### config.mk
export PLATFORM = sky130hd
export DESIGN_NAME = dual_marker_frame_deframer
export DESIGN_NICKNAME = d
export VERILOG_FILES = /design/src/dmfd_pkg.sv /design/src/dmfd_cfg_regs.sv /design/src/dmfd_parser.sv /design/src/dmfd_out_reg.sv /design/src/dual_marker_frame_deframer.sv
export SDC_FILE = /design/constraint.sdc
export NUM_CORES = 1
export LEC_CHECK = 0
export ABC_CLOCK_PERIOD_IN_PS = 7300
export BUFFER_PORTS_ARGS = -buffer_cell sky130_fd_sc_hd__buf_2
export CORE_UTILIZATION = 40
export CTS_BUF_LIST = sky130_fd_sc_hd__clkbuf_4 sky130_fd_sc_hd__clkbuf_8 sky130_fd_sc_hd__clkbuf_16
export CTS_CLUSTER_SIZE = 8
export DETAILED_ROUTE_END_ITERATION = 12
export GPL_TIMING_DRIVEN = 0
export SYNTH_ARGS = -nofsm -noshare
export SYNTH_HDL_FRONTEND = slang
export SYNTH_SLANG_ARGS = --single-unit
export TNS_END_PERCENT = 30
### constraint.sdc
create_clock -name i_clk -period 7.3 [get_ports i_clk]
set_input_delay 1.095 -clock i_clk [delete_from_list [all_inputs] [get_ports i_clk]]
set_output_delay 1.095 -clock i_clk [all_outputs]
set_load 0.02 [all_outputs]
### src/dmfd_pkg.sv
// shared types, register indexes and reset values for the dual marker frame deframer
// no dependencies; imported by every module of the block
`timescale 1ns / 1ps

package dmfd_pkg;

    // marker length in bytes, default for the top level parameter
    localparam int MARKER_BYTES_DEF = 4;

    // configuration port geometry
    localparam int CFG_IDX_W  = 3;
    localparam int CFG_DATA_W = 32;

    // configuration register indexes
    localparam logic [CFG_IDX_W-1:0] REG_STATUS_START  = 3'd0;
    localparam logic [CFG_IDX_W-1:0] REG_STATUS_END    = 3'd1;
    localparam logic [CFG_IDX_W-1:0] REG_COMMAND_START = 3'd2;
    localparam logic [CFG_IDX_W-1:0] REG_COMMAND_END   = 3'd3;
    localparam logic [CFG_IDX_W-1:0] REG_LENGTH_LE     = 3'd4;

    // configuration reset values
    localparam logic [31:0] STATUS_START_RST  = 32'hF1F2_F3F4;
    localparam logic [31:0] STATUS_END_RST    = 32'hF5F6_F7F8;
    localparam logic [31:0] COMMAND_START_RST = 32'hFAFB_FCFD;
    localparam logic [31:0] COMMAND_END_RST   = 32'h0102_0304;
    localparam logic        LENGTH_LE_RST     = 1'b1;

    // parser phases
    typedef enum logic [2:0] {
        PH_HUNT,
        PH_LEN_A,
        PH_LEN_B,
        PH_DATA,
        PH_END
    } t_phase;

    // result event codes
    typedef enum logic [1:0] {
        EV_PAYLOAD  = 2'd0,
        EV_COMPLETE = 2'd1,
        EV_DROPPED  = 2'd2
    } t_event;

    // configuration registers as seen by the parser
    typedef struct packed {
        logic [31:0] status_start;
        logic [31:0] status_end;
        logic [31:0] command_start;
        logic [31:0] command_end;
        logic        length_le;
    } t_cfg;

    // one result word
    typedef struct packed {
        t_event      kind;
        logic [7:0]  payload_byte;
        logic        status_frame;
        logic [15:0] payload_length;
        logic        frame_last;
    } t_result;

    // byte of a marker, first received byte in bits 7:0
    function automatic logic [7:0] marker_byte(input logic [31:0] marker,
                                               input logic [1:0]  pos);
        return marker[{pos, 3'b000} +: 8];
    endfunction

endpackage

### src/dmfd_cfg_regs.sv
// configuration register file: marker values and length byte order
// depends on dmfd_pkg
`timescale 1ns / 1ps

module dmfd_cfg_regs (
    input  logic                           i_clk,
    input  logic                           i_rst_n,
    input  logic                           i_cfg_we,
    input  logic [dmfd_pkg::CFG_IDX_W-1:0] i_cfg_index,
    input  logic [dmfd_pkg::CFG_DATA_W-1:0] i_cfg_data,
    output dmfd_pkg::t_cfg                 o_cfg
);
    import dmfd_pkg::*;

    t_cfg r_cfg;

    // register writes, unknown indexes ignored
    always_ff @(posedge i_clk) begin
        if (!i_rst_n) begin
            r_cfg.status_start  <= STATUS_START_RST;
            r_cfg.status_end    <= STATUS_END_RST;
            r_cfg.command_start <= COMMAND_START_RST;
            r_cfg.command_end   <= COMMAND_END_RST;
            r_cfg.length_le     <= LENGTH_LE_RST;
        end else if (i_cfg_we) begin
            unique case (i_cfg_index)
                REG_STATUS_START:  r_cfg.status_start  <= i_cfg_data;
                REG_STATUS_END:    r_cfg.status_end    <= i_cfg_data;
                REG_COMMAND_START: r_cfg.command_start <= i_cfg_data;
                REG_COMMAND_END:   r_cfg.command_end   <= i_cfg_data;
                REG_LENGTH_LE:     r_cfg.length_le     <= i_cfg_data[0];
                default: ;
            endcase
        end
    end

    assign o_cfg = r_cfg;

endmodule

### src/dmfd_parser.sv
// frame parser: marker hunt, length capture, payload count and end marker check
// depends on dmfd_pkg
`timescale 1ns / 1ps

module dmfd_parser #(
    parameter int MARKER_BYTES = dmfd_pkg::MARKER_BYTES_DEF
) (
    input  logic              i_clk,
    input  logic              i_rst_n,
    input  logic              i_step,
    input  logic [7:0]        i_rx_byte,
    input  dmfd_pkg::t_cfg    i_cfg,
    output logic              o_res_valid,
    output dmfd_pkg::t_result o_result
);
    import dmfd_pkg::*;

    localparam int CNT_W = $clog2(MARKER_BYTES + 1);
    localparam logic [CNT_W-1:0] CNT_FULL = CNT_W'(MARKER_BYTES);

    t_phase           r_phase, n_phase;
    logic [CNT_W-1:0] r_s_cnt, n_s_cnt;
    logic [CNT_W-1:0] r_c_cnt, n_c_cnt;
    logic [CNT_W-1:0] r_e_cnt, n_e_cnt;
    logic             r_is_status, n_is_status;
    logic [15:0]      r_length, n_length;
    logic [15:0]      r_count, n_count;

    logic [1:0]       w_s_pos, w_c_pos, w_e_pos;
    logic [CNT_W-1:0] w_s_inc, w_c_inc, w_e_inc;
    logic [15:0]      w_count_inc;
    logic [31:0]      w_end_marker;
    logic             w_s_hit, w_c_hit, w_e_hit;

    // marker compares for the current counts
    always_comb begin
        w_s_pos      = 2'(r_s_cnt);
        w_c_pos      = 2'(r_c_cnt);
        w_e_pos      = 2'(r_e_cnt);
        w_s_inc      = r_s_cnt + 1'b1;
        w_c_inc      = r_c_cnt + 1'b1;
        w_e_inc      = r_e_cnt + 1'b1;
        w_count_inc  = r_count + 16'd1;
        w_end_marker = r_is_status ? i_cfg.status_end : i_cfg.command_end;
        w_s_hit = (r_s_cnt < CNT_FULL) &&
                  (i_rx_byte == marker_byte(i_cfg.status_start, w_s_pos));
        w_c_hit = (r_c_cnt < CNT_FULL) &&
                  (i_rx_byte == marker_byte(i_cfg.command_start, w_c_pos));
        w_e_hit = (r_e_cnt < CNT_FULL) &&
                  (i_rx_byte == marker_byte(w_end_marker, w_e_pos));
    end

    // state registers
    always_ff @(posedge i_clk) begin
        if (!i_rst_n) begin
            r_phase     <= PH_HUNT;
            r_s_cnt     <= '0;
            r_c_cnt     <= '0;
            r_e_cnt     <= '0;
            r_is_status <= 1'b0;
            r_length    <= '0;
            r_count     <= '0;
        end else if (i_step) begin
            r_phase     <= n_phase;
            r_s_cnt     <= n_s_cnt;
            r_c_cnt     <= n_c_cnt;
            r_e_cnt     <= n_e_cnt;
            r_is_status <= n_is_status;
            r_length    <= n_length;
            r_count     <= n_count;
        end
    end

    // next state and result for the current word
    always_comb begin
        n_phase     = r_phase;
        n_s_cnt     = r_s_cnt;
        n_c_cnt     = r_c_cnt;
        n_e_cnt     = r_e_cnt;
        n_is_status = r_is_status;
        n_length    = r_length;
        n_count     = r_count;

        o_res_valid             = 1'b0;
        o_result.kind           = EV_PAYLOAD;
        o_result.payload_byte   = 8'd0;
        o_result.status_frame   = r_is_status;
        o_result.payload_length = r_length;
        o_result.frame_last     = 1'b0;

        unique case (r_phase)
            PH_HUNT: begin
                // status marker wins when both could advance
                if (w_s_hit) begin
                    n_s_cnt = w_s_inc;
                    n_c_cnt = '0;
                    if (w_s_inc == CNT_FULL) begin
                        n_phase     = PH_LEN_A;
                        n_is_status = 1'b1;
                        n_s_cnt     = '0;
                        n_e_cnt     = '0;
                        n_length    = '0;
                        n_count     = '0;
                    end
                end else if (w_c_hit) begin
                    n_c_cnt = w_c_inc;
                    n_s_cnt = '0;
                    if (w_c_inc == CNT_FULL) begin
                        n_phase     = PH_LEN_A;
                        n_is_status = 1'b0;
                        n_c_cnt     = '0;
                        n_e_cnt     = '0;
                        n_length    = '0;
                        n_count     = '0;
                    end
                end else begin
                    n_s_cnt = '0;
                    n_c_cnt = '0;
                end
            end
            PH_LEN_A: begin
                n_length = i_cfg.length_le ? {8'd0, i_rx_byte} : {i_rx_byte, 8'd0};
                n_phase  = PH_LEN_B;
            end
            PH_LEN_B: begin
                n_length = r_length |
                           (i_cfg.length_le ? {i_rx_byte, 8'd0} : {8'd0, i_rx_byte});
                n_count  = '0;
                // zero length skips the payload
                n_phase  = (n_length == 16'd0) ? PH_END : PH_DATA;
            end
            PH_DATA: begin
                n_count = w_count_inc;
                if (w_count_inc == r_length) begin
                    n_phase = PH_END;
                end
                o_res_valid           = 1'b1;
                o_result.kind         = EV_PAYLOAD;
                o_result.payload_byte = i_rx_byte;
            end
            PH_END: begin
                if (w_e_hit && (w_e_inc != CNT_FULL)) begin
                    n_e_cnt = w_e_inc;
                end else begin
                    // frame finished either way, back to hunting
                    o_res_valid         = 1'b1;
                    o_result.kind       = w_e_hit ? EV_COMPLETE : EV_DROPPED;
                    o_result.frame_last = 1'b1;
                    n_phase     = PH_HUNT;
                    n_s_cnt     = '0;
                    n_c_cnt     = '0;
                    n_e_cnt     = '0;
                    n_is_status = 1'b0;
                    n_length    = '0;
                    n_count     = '0;
                end
            end
            default: begin
                n_phase = PH_HUNT;
            end
        endcase
    end

endmodule

### src/dmfd_out_reg.sv
// result register on the output channel, holds a word while stalled
// depends on dmfd_pkg
`timescale 1ns / 1ps

module dmfd_out_reg (
    input  logic              i_clk,
    input  logic              i_rst_n,
    input  logic              i_load,
    input  dmfd_pkg::t_result i_result,
    input  logic              i_stall,
    output logic              o_valid,
    output dmfd_pkg::t_result o_result
);
    import dmfd_pkg::*;

    logic    r_valid;
    t_result r_result;

    // valid flag: set on load, cleared when the word is taken
    always_ff @(posedge i_clk) begin
        if (!i_rst_n) begin
            r_valid <= 1'b0;
        end else if (i_load) begin
            r_valid <= 1'b1;
        end else if (!i_stall) begin
            r_valid <= 1'b0;
        end
    end

    // payload
    always_ff @(posedge i_clk) begin
        if (i_load) begin
            r_result <= i_result;
        end
    end

    assign o_valid  = r_valid;
    assign o_result = r_result;

endmodule

### src/dual_marker_frame_deframer.sv
// Dual marker frame deframer. Takes one received byte per word, hunts for a status or a
// command start marker, reads a 16-bit length, passes each payload byte out as it arrives
// and checks the matching end marker, reporting the frame complete or dropped. One byte
// can be accepted every cycle. An accepted byte sits in the input register and is parsed
// from there; its result, if any, is loaded into the result register as the byte moves
// on. While a result word waits on a stalled output, the byte behind it is held and the
// input stalls until the result word is taken. Start marker, length and leading end
// marker bytes produce no result word. Configuration writes take effect at once.
// depends on dmfd_pkg, dmfd_cfg_regs, dmfd_parser, dmfd_out_reg
`timescale 1ns / 1ps

module dual_marker_frame_deframer #(
    parameter int MARKER_BYTES = dmfd_pkg::MARKER_BYTES_DEF
) (
    input  logic                            i_clk,
    input  logic                            i_rst_n,
    // configuration write port
    input  logic                            i_cfg_we,
    input  logic [dmfd_pkg::CFG_IDX_W-1:0]  i_cfg_index,
    input  logic [dmfd_pkg::CFG_DATA_W-1:0] i_cfg_data,
    // input channel
    input  logic                            i_valid,
    output logic                            o_stall,
    input  logic [7:0]                      i_rx_byte,
    // output channel
    output logic                            o_valid,
    input  logic                            i_stall,
    output logic [1:0]                      o_event_kind,
    output logic [7:0]                      o_payload_byte,
    output logic                            o_status_frame,
    output logic [15:0]                     o_payload_length,
    output logic                            o_frame_last
);
    import dmfd_pkg::*;

    t_cfg       w_cfg;
    t_result    w_result;
    t_result    w_out;
    logic       w_res_valid;
    logic       w_advance;
    logic       w_accept;
    logic       r_in_valid;
    logic [7:0] r_in_byte;

    // configuration registers
    dmfd_cfg_regs u_cfg (
        .i_clk       (i_clk),
        .i_rst_n     (i_rst_n),
        .i_cfg_we    (i_cfg_we),
        .i_cfg_index (i_cfg_index),
        .i_cfg_data  (i_cfg_data),
        .o_cfg       (w_cfg)
    );

    // input word moves on when the result register is free or being drained
    assign w_advance = r_in_valid && (!o_valid || !i_stall);
    assign o_stall   = r_in_valid && !w_advance;
    assign w_accept  = i_valid && !o_stall;

    // input register
    always_ff @(posedge i_clk) begin
        if (!i_rst_n) begin
            r_in_valid <= 1'b0;
        end else if (w_accept) begin
            r_in_valid <= 1'b1;
        end else if (w_advance) begin
            r_in_valid <= 1'b0;
        end
    end

    always_ff @(posedge i_clk) begin
        if (w_accept) begin
            r_in_byte <= i_rx_byte;
        end
    end

    // frame parser
    dmfd_parser #(
        .MARKER_BYTES (MARKER_BYTES)
    ) u_parser (
        .i_clk       (i_clk),
        .i_rst_n     (i_rst_n),
        .i_step      (w_advance),
        .i_rx_byte   (r_in_byte),
        .i_cfg       (w_cfg),
        .o_res_valid (w_res_valid),
        .o_result    (w_result)
    );

    // result register
    dmfd_out_reg u_out (
        .i_clk    (i_clk),
        .i_rst_n  (i_rst_n),
        .i_load   (w_advance && w_res_valid),
        .i_result (w_result),
        .i_stall  (i_stall),
        .o_valid  (o_valid),
        .o_result (w_out)
    );

    // output fields
    assign o_event_kind     = w_out.kind;
    assign o_payload_byte   = w_out.payload_byte;
    assign o_status_frame   = w_out.status_frame;
    assign o_payload_length = w_out.payload_length;
    assign o_frame_last     = w_out.frame_last;

endmodule

==> impl_metrics.toml, run 1 <==
[yosys]
yosysUniqueCellTypes = 61
synthMuxAreaShare_pct = 9.250
yosys.area_share.adder_pct = 0.9119
ys_seq_area_share_pct = 47.94
synth_top_family_by_area = "simple AND/OR/NAND/NOR gates"
ys_ff_latch = 212
synthArstFlopShare_pct = 0
synth_area_leaders = "dfxtp_1 37%, nand2_1 11%, edfxtp_1 11%, mux4_2 6.3%, a21oi_1 4.6%"
synth_nets = 1118
yosys.area.top_type_share_pct = 36.69
synthCells = 1063
synth_xor_area_share_pct = 4.013
synth_compound_area_share_pct = 10.20
synth_edf_count = 36
avgSynthCellArea_sq_um = 9.035
netlist_area_sq_mm = 0.009604
synth_ff_type = "dfxtp_1"
yosys_warnings = 0
synth-simple-area-share_pct = 24.10
synth_area_leader_cell = "dfxtp_1"

[place]
globalplace.congestion = 0.9168
placed_cells = 1458
dp_hpwl_um = 21730
io_buffer_count = 76

[worst_setup_path]
rr_startpoint = "u_parser.r_e_cnt[1]"
crit_fanout = 10
r2r_end = "u_parser.r_length[7]"
critical-path-max-stage-delay_ns = 0.71
critPathRequiredTime_ns = 7.78
crit_type = "reg -> reg"
start_kind = "register"
worstPathArrival_ns = 4.55
r2r_setup_slack_ns = 3.23
slowest_stage = "clkbuf_1"
cp-end-kind = "register"
path_cells = "clkbuf_1 > mux4_2 > mux2i_1 > xnor2_1 > nor4_1 > nand4b_1 > a41oi_2 > buf_2 > a22o_1"
reg2reg_depth = 9

[final_layout]
finalNonFillerCells = 1500
layout_common_cells = "292 x nand2_1, 176 x dfxtp_1, 88 x a21oi_1"
layout-drive-gt1-share_pct = 14.14
diodes = 0
area_growth_pct = 17.27
fin_nets = 1226
mostFrequentLayoutCell = "nand2_1"
fill_cells = 2342

[status]
status = "finished clean"

[clock_tree]
cts_resized = 0
post-cts-setup-buffers = 0
clk_pin_slew_worst_paths_ns = 0.06
clock_latency_ns = 0.55
hold_buffers = 0
cts_tree = "done"
htree_levels = 1
cts_max_path_buffers = 3
numCtsBuffers = 30
tritoncts_num_sinks = 212
cts_root_buf = "clkbuf_16"

[pwr]
internal_power_mw = 2.067
power_mw = 2.681
p_sw_mw = 0.6149
pwr-share-comb_pct = 5.5
clkPwrFrac_pct = 48.8
p_leak_nw = 4.323
peakVddDrop_uv = 168.5
seqPwrFrac_pct = 45.6
p_per_area_mw_per_mm2 = 238.1
swShare_pct = 22.93

[floorplan]
start_util_pct = 40.80
die_width_um = 157.0
dieHeight_um = 157.0
dieArea_sq_mm = 0.02463
core_area_sq_mm = 0.02354
io_pins = 78
std_cell_rows = 56

[hold_path]
hold_path.startpoint = "u_parser.r_is_status"
min_to = "u_out.o_result[17]"
hold_class = "reg -> reg"
hold_depth = 0

[sta]
finClkSkew_ns = 0.02093
final.min_clock_period_ns = 4.071
setup_viol = 0
finalSetupTns_ns = 0
rsz0062_at_grt = "false"
slew_headroom_pct = 41.51
slew_violations = 0
period_share_pct = 55.76
max_freq_mhz = 245.7
worstMarginPinSlew_ns = 0.8773
hold_viol = 0

[detailed_routing]
drc_errors = 0
num_vias = 8260
vias_per_cell = 5.507
wire_per_inst_um = 20.20
met3_wirelength_um = 1907
dr_wl_met2_um = 13630
wl_met1_um = 13360
drt-initial-drc-count = 649
top_layer_used = "met4"
ant_nets = 0
routed_wl_um = 30290
dr.pass1.iters = 7

[grt]
grt_max_degree = 29
grt_pass1_vias = 7820
grt_pass1_wl_um = 46090
grt.total_usage_pct = 25.14
antenna_found_initial = 0
grt_overflow = 0

[run]
drv_cap = 0
## Yosys cell counts (all sizes together), types with 12 or more instances
cell,count
nand2,292
dfxtp,176
a21oi,88
nand3,87
clkbuf,66
edfxtp,36
mux2i,28
o21ai,28
xnor2,28
mux4,27
nor2,20
a22o,16
xor2,16
nor3,15
and2,13
nand4,13
buf,12
nor4,12
## final cells by class
cell class / count / area, sq um / area share (%)
multi-input combinational: 769 / 4663 / 41.40
sequential: 212 / 4604 / 40.88
clock buffer: 40 / 825.8 / 7.332
tap: 319 / 399.1 / 3.544
timing repair buffer: 76 / 380.4 / 3.377
buffer: 78 / 329.1 / 2.922
clock inverter: 2 / 46.29 / 0.4110
inverter: 4 / 15.01 / 0.1333
## critical path, delay by kind of cell (launching register included)
family	cells	cell delay [ns]
compound gates	2	0.64
xor+xnor	1	0.14
mux	2	0.70
simple gates	2	0.91
flops	1	0.60
buf+inv	2	1.01
## kinds of logic after synthesis
group | after synthesis
buffers and inverters | 82
adder cells (fa/ha/maj) | 7
AND/OR/NAND/NOR | 501
XOR/XNOR | 44
flip-flops | 212
multiplexers | 55
AO/OA/AOI/OAI | 162
## state kept, by name (all words and copies together), names as in the netlist, 3 cells and up
signal,cells
r_in_byte,8
u_cfg.o_cfg,129
u_out.o_result,28
u_parser.r_c_cnt,3
u_parser.r_count,16
u_parser.r_e_cnt,3
u_parser.r_length,16
u_parser.r_phase,3
u_parser.r_s_cnt,3
## metrics by stage
step	cell area [sq um]	worst slack, ns	hold slack, ns	util (%)
after floorplan	9604	3.657	0.4029	-
after global placement	10380	2.156	0.4149	44.11
after detailed placement	10390	3.317	0.4225	44.14
after CTS	11260	3.309	0.4412	47.84
after global routing	11260	3.133	0.4673	47.84
final	11260	3.229	0.4444	47.84
## per-layer routing
| layer | vias up | GRT usage (%) |
|---|---|---|
| met1 | 3955 | 33.11 |
| met3 | 78 | 3.579 |
| met2 | 276 | 40.49 |
| met5 | - | 0 |
| li1 | 3951 | - |
| met4 | 0 | 12.18 |
## power by group through the flow
stage / registers, mW / logic (mW) / clock network (mW)
3_3_place_gp: 1.25 / 0.145 / 0
6_report: 1.22 / 0.149 / 1.31
3_5_place_dp: 1.25 / 0.147 / 0
5_1_grt: 1.23 / 0.160 / 1.38
2_1_floorplan: 1.24 / 0.0795 / 0
4_1_cts: 1.22 / 0.147 / 1.33
## worst max path at each step
stage                                       to  slack (ns)           startpoint  cells past startpoint
after detailed placement     u_out.o_result[7]        3.32  u_parser.r_e_cnt[1]                      8
after CTS                    u_out.o_result[0]        3.31  u_parser.r_e_cnt[1]                      8
after global routing      u_parser.r_length[9]        3.13  u_parser.r_e_cnt[1]                      9
after global placement       u_out.o_result[7]        2.16  u_parser.r_e_cnt[1]                      8
after floorplan              u_out.o_result[0]        3.66  u_parser.r_e_cnt[0]                      9
final                     u_parser.r_length[7]        3.23  u_parser.r_e_cnt[1]                      9
(Power assumes the default switching activity.)
==> run 2, diff against run 1 <==
Settings changed: ABC_CLOCK_PERIOD_IN_PS 7300 to 3400.
Clock period 7.3 ns to 3.4 ns, I/O delays scaled along.
==> run 2 against run 1 <==
  * Total power grew 110%
  * Global-route usage shrank 0.93 points
  * Design area grew 1.4%
  * Fmax grew 24%
  * Wire length shrank 3.6%
  * Register-to-register slack lost 3.1 ns
  * Critical path type unchanged
  * First-iteration DRC count grew 0.15%
  * Combinational power grew 110%
  * Non-clock buffer count grew 6
  * Worst setup slack lost 3.1 ns
  * Die area is the same
  * Clock-buffer cell count shrank 1
==> impl_metrics.toml, run 2 (same netlist as run 1, synthesis figures left out) <==
[final_layout]
layout_common_cells = "292 x nand2_1, 174 x dfxtp_1, 88 x a21oi_1"
largest_reg_flops = 129
mostFrequentLayoutCell = "nand2_1"
finalNonFillerCells = 1507
layout-drive-gt1-share_pct = 15.08
area_growth_pct = 18.89
fin_nets = 1233

[worst_setup_path]
cp-end-kind = "register"
cp_num_buf_inv = 3
crit_type = "reg -> reg"
slowest_stage = "mux4_2"
start_kind = "register"
path_cells = "buf_6 > buf_4 > mux4_2 > mux2i_4 > xor2_1 > and4_1 > nand4b_1 > a41oi_4 > buf_2 > a22o_1"
cpLargestDelayFamily = "multiplexers"
worstPathArrival_ns = 3.78
crit_path_start = "u_parser.r_e_cnt[0]"
critical-path-max-stage-delay_ns = 0.56
rr_startpoint = "u_parser.r_e_cnt[0]"
crit_fanout = 10
critPathRequiredTime_ns = 3.89

[sta]
period_share_pct = 96.89
setup_viol = 0
setup_slack_ns = 0.1057
worstMarginPinSlew_ns = 0.9237
slew_headroom_pct = 37.95
hold_viol = 0
finClkSkew_ns = 0.01837
max_freq_mhz = 303.6
final.min_clock_period_ns = 3.294
finalSetupTns_ns = 0
slew_violations = 0

[status]
status = "finished clean"

[pwr]
peakVddDrop_uv = 294.8
p_per_area_mw_per_mm2 = 503.5
power_mw = 5.749
p_leak_nw = 4.379

[floorplan]
dieArea_sq_mm = 0.02463
io_pins = 78
start_util_pct = 40.80
die_width_um = 157.0
core_area_sq_mm = 0.02354
dieHeight_um = 157.0
std_cell_rows = 56

[detailed_routing]
ant_nets = 0
dr.pass1.iters = 5
routed_wl_um = 29210
wire_per_inst_um = 19.38
drc_errors = 0
drt-initial-drc-count = 650
num_vias = 8282
vias_per_cell = 5.496

[clock_tree]
clock_latency_ns = 0.56
cts_root_buf = "clkbuf_16"
tritoncts_num_sinks = 212
cts_max_path_buffers = 3
numCtsBuffers = 30
clk_pin_slew_worst_paths_ns = 0.05
cts_tree = "done"
htree_levels = 1

[place]
io_buffer_count = 76
post-place-ws_ns = -1.010
placed_cells = 1458
globalplace.congestion = 0.8734
dp_hpwl_um = 20730

[grt]
grt.total_usage_pct = 24.21
grt_pass1_vias = 7752
grt_pass1_wl_um = 44820
grt_max_degree = 17
grt_overflow = 0
antenna_found_initial = 0

[hold_path]
hold_path.startpoint = "i_rx_byte[0]"
hold_class = "in -> reg"

[run]
drv_cap = 0
-- run 2: area by class of cell --
| class | count | area, sq um |
|---|---|---|
| fillers | 2287 | 12120 |
| multi-input cells | 770 | 4705 |
| flip-flops and latches | 212 | 4607 |
| clock buffers | 39 | 818.3 |
| repair buffers | 82 | 475.5 |
| well taps | 319 | 399.1 |
| plain buffers | 78 | 336.6 |
| clock inverters | 2 | 60.06 |
| inverters | 4 | 15.01 |
| diodes | 1 | 2.502 |
-- run 2: what timing repair did --
item / 4_1_cts / 5_1_grt
pin swaps: 3 / 2
hold buffers: 0 / 0
resized for setup: 9 / 3
setup buffers: 3 / 3
gates cloned: 1 / 0
endpoints found under the setup margin: 71 / 50
-- run 2: routing by layer --
layer | vias up | part of all wire [%] | wire length, um | global-route usage, %
met4 | 0 | 3.7 | 1077 | 9.664
met2 | 297 | 47 | 13740 | 40.06
li1 | 3982 | - | - | -
met5 | - | 0 | 0 | 0
met1 | 3940 | 43 | 12570 | 31.87
met3 | 63 | 6.2 | 1814 | 3.304
-- run 2: worst reg2reg max path, cell delays in order, from the launching register on --
cell,delay (ns)
dfxtp_1,0.36
buf_6,0.20
buf_4,0.26
mux4_2,0.56
mux2i_4,0.25
xor2_1,0.20
and4_1,0.26
nand4b_1,0.28
a41oi_4,0.42
buf_2,0.29
a22o_1,0.16
-- run 2: final timing paths --
path	slack [ns]	end	depth (start not counted)
setup reg to reg	0.11	u_parser.r_length[6]	10
setup / recovery	0.11	u_parser.r_length[6]	10
hold / removal	0.14	r_in_byte[0]	1
hold reg to reg	0.43	u_out.o_result[17]	0
-- run 2: metrics by stage --
step	hold slack, ns	utilization (%)	instance area (sq um)
after floorplan	0.4029	-	9607
after global placement	0.4128	44.12	10390
after detailed placement	0.4257	44.12	10390
after CTS	0.1206	48.25	11360
after global routing	0.1255	48.49	11420
final	0.1390	48.50	11420
-- run 2: power by group --
group          switching, mW  internal (mW)
Combinational          0.216         0.0998
Clock                   1.07           1.73
Sequential            0.0252           2.60
Total                   1.32           4.43
==> run 3, diff against run 2 <==
Settings changed: ABC_CLOCK_PERIOD_IN_PS 3400 to 3820.
Clock period 3.4 ns to 3.82 ns, I/O delays scaled along.
==> run 3 against run 2 <==
  * Worst setup slack gained 0.073 ns
  * Combinational power is 10% lower
  * Die area is the same
  * Design area decreased by 1.2%
  * Hold slack gained 0.068 ns
  * Critical path type unchanged
  * Largest power group unchanged
  * Highest routed layer unchanged
==> impl_metrics.toml, run 3 (same netlist as run 1, synthesis figures left out) <==
[sta]
slew_violations = 0
rsz0062_at_grt = "false"
period_share_pct = 95.31
final.min_clock_period_ns = 3.641
hold-worst-slack_ns = 0.2071
setup_slack_ns = 0.1790
slew_headroom_pct = 40.34
hold_viol = 0
setup_viol = 0
finClkSkew_ns = 0.02175
max_freq_mhz = 274.7
finalSetupTns_ns = 0
worstMarginPinSlew_ns = 0.8881

[worst_setup_path]
crit_fanout = 10
start_kind = "register"
cp-end-kind = "register"
worstPathArrival_ns = 4.06
critPathRequiredTime_ns = 4.24
crit_type = "reg -> reg"

[final_layout]
final_area_sq_mm = 0.01128
fill_cells = 2340
area_growth_pct = 17.42
layout_common_cells = "292 x nand2_1, 176 x dfxtp_1, 88 x a21oi_1"
mostFrequentLayoutCell = "nand2_1"
largest_reg_flops = 129
diodes = 0
utilization_pct = 47.90
finalNonFillerCells = 1500
fin_nets = 1226
multi_input_area_sq_mm = 0.004673
layout-drive-gt1-share_pct = 14.39
register_area_sq_mm = 0.004604

[floorplan]
io_pins = 78
core_area_sq_mm = 0.02354
dieHeight_um = 157.0
std_cell_rows = 56
start_util_pct = 40.80
dieArea_sq_mm = 0.02463
die_width_um = 157.0

[grt]
antenna_found_initial = 0
grt_overflow = 0
grt_max_degree = 29
grt_pass1_wl_um = 46100
grt_pass1_vias = 7831
grt.total_usage_pct = 25.15

[place]
post-place-ws_ns = -0.1632
placed_cells = 1458
io_buffer_count = 76
globalplace.congestion = 0.9168
dp_hpwl_um = 21730
post_dp_cell_area_sq_mm = 0.01039

[clock_tree]
numCtsBuffers = 30
post-cts-setup-buffers = 0
cts_resized = 2
hold_buffers = 0
tritoncts_num_sinks = 212
cts_tree = "done"
htree_levels = 1
clk_pin_slew_worst_paths_ns = 0.05
cts_max_path_buffers = 3
cts_root_buf = "clkbuf_16"
clock_latency_ns = 0.56

[detailed_routing]
dr.pass1.iters = 5
ant_nets = 0
routed_wl_um = 30190
drc_errors = 0
wire_per_inst_um = 20.12
num_vias = 8271
vias_per_cell = 5.514
drt-initial-drc-count = 602

[status]
status = "finished clean"

[pwr]
power_mw = 5.122
peakVddDrop_uv = 322.1
p_leak_nw = 4.328
p_per_area_mw_per_mm2 = 454.2

[run]
drv_cap = 0

[hold_path]
hold_class = "in -> reg"
-- run 3: cell count changes in the layout (fill, tap and decap cells not counted), sizes merged --
cell,before,now
diode,1,0
nor2,21,20
clkbuf,105,106
buf,94,88
-- run 3: final cells by class --
type                       count  share of cell area [%]
clock inverter                 2                  0.4105
multi-input combinational    769                   41.44
tap                          319                   3.539
sequential                   212                   40.83
clock buffer                  40                   7.323
timing repair buffer          76                   3.373
buffer                        78                   2.951
inverter                       4                  0.1331
-- run 3: metal layers --
layer / global-route usage [%] / wire, um / vias up / share of wire [%]
met1: 33.14 / 13020 / 3927 / 43
met3: 3.634 / 2137 / 83 / 7.1
met5: 0 / 0 / - / 0
li1: - / - / 3943 / -
met2: 40.30 / 13570 / 318 / 45
met4: 12.46 / 1455 / 0 / 4.8
-- run 3: critical path, cell delays in order (launching register included) --
cell and delay (ns):
dfxtp_1 0.34, clkbuf_1 0.56, mux4_2 0.45, xor2_1 0.16, a2111o_1 0.43, or3_1 0.39
o211a_4 0.30, nor4_4 0.55, buf_6 0.23, a31oi_1 0.09
-- run 3: worst paths after layout --
check                             from  depth (start not counted)  slack, ns                    to
hold reg to reg   u_parser.r_is_status                          0       0.44    u_out.o_result[17]
setup / recovery   u_parser.r_c_cnt[1]                          9       0.18  u_parser.r_count[13]
hold / removal            i_rx_byte[4]                          1       0.21          r_in_byte[4]
setup reg to reg   u_parser.r_c_cnt[1]                          9       0.18  u_parser.r_count[13]
-- run 3: report_power, final --
group | internal (mW) | switching (mW)
sequential | 2.32 | 0.0228
clock | 1.55 | 0.954
combinational | 0.0876 | 0.197
total | 3.95 | 1.17
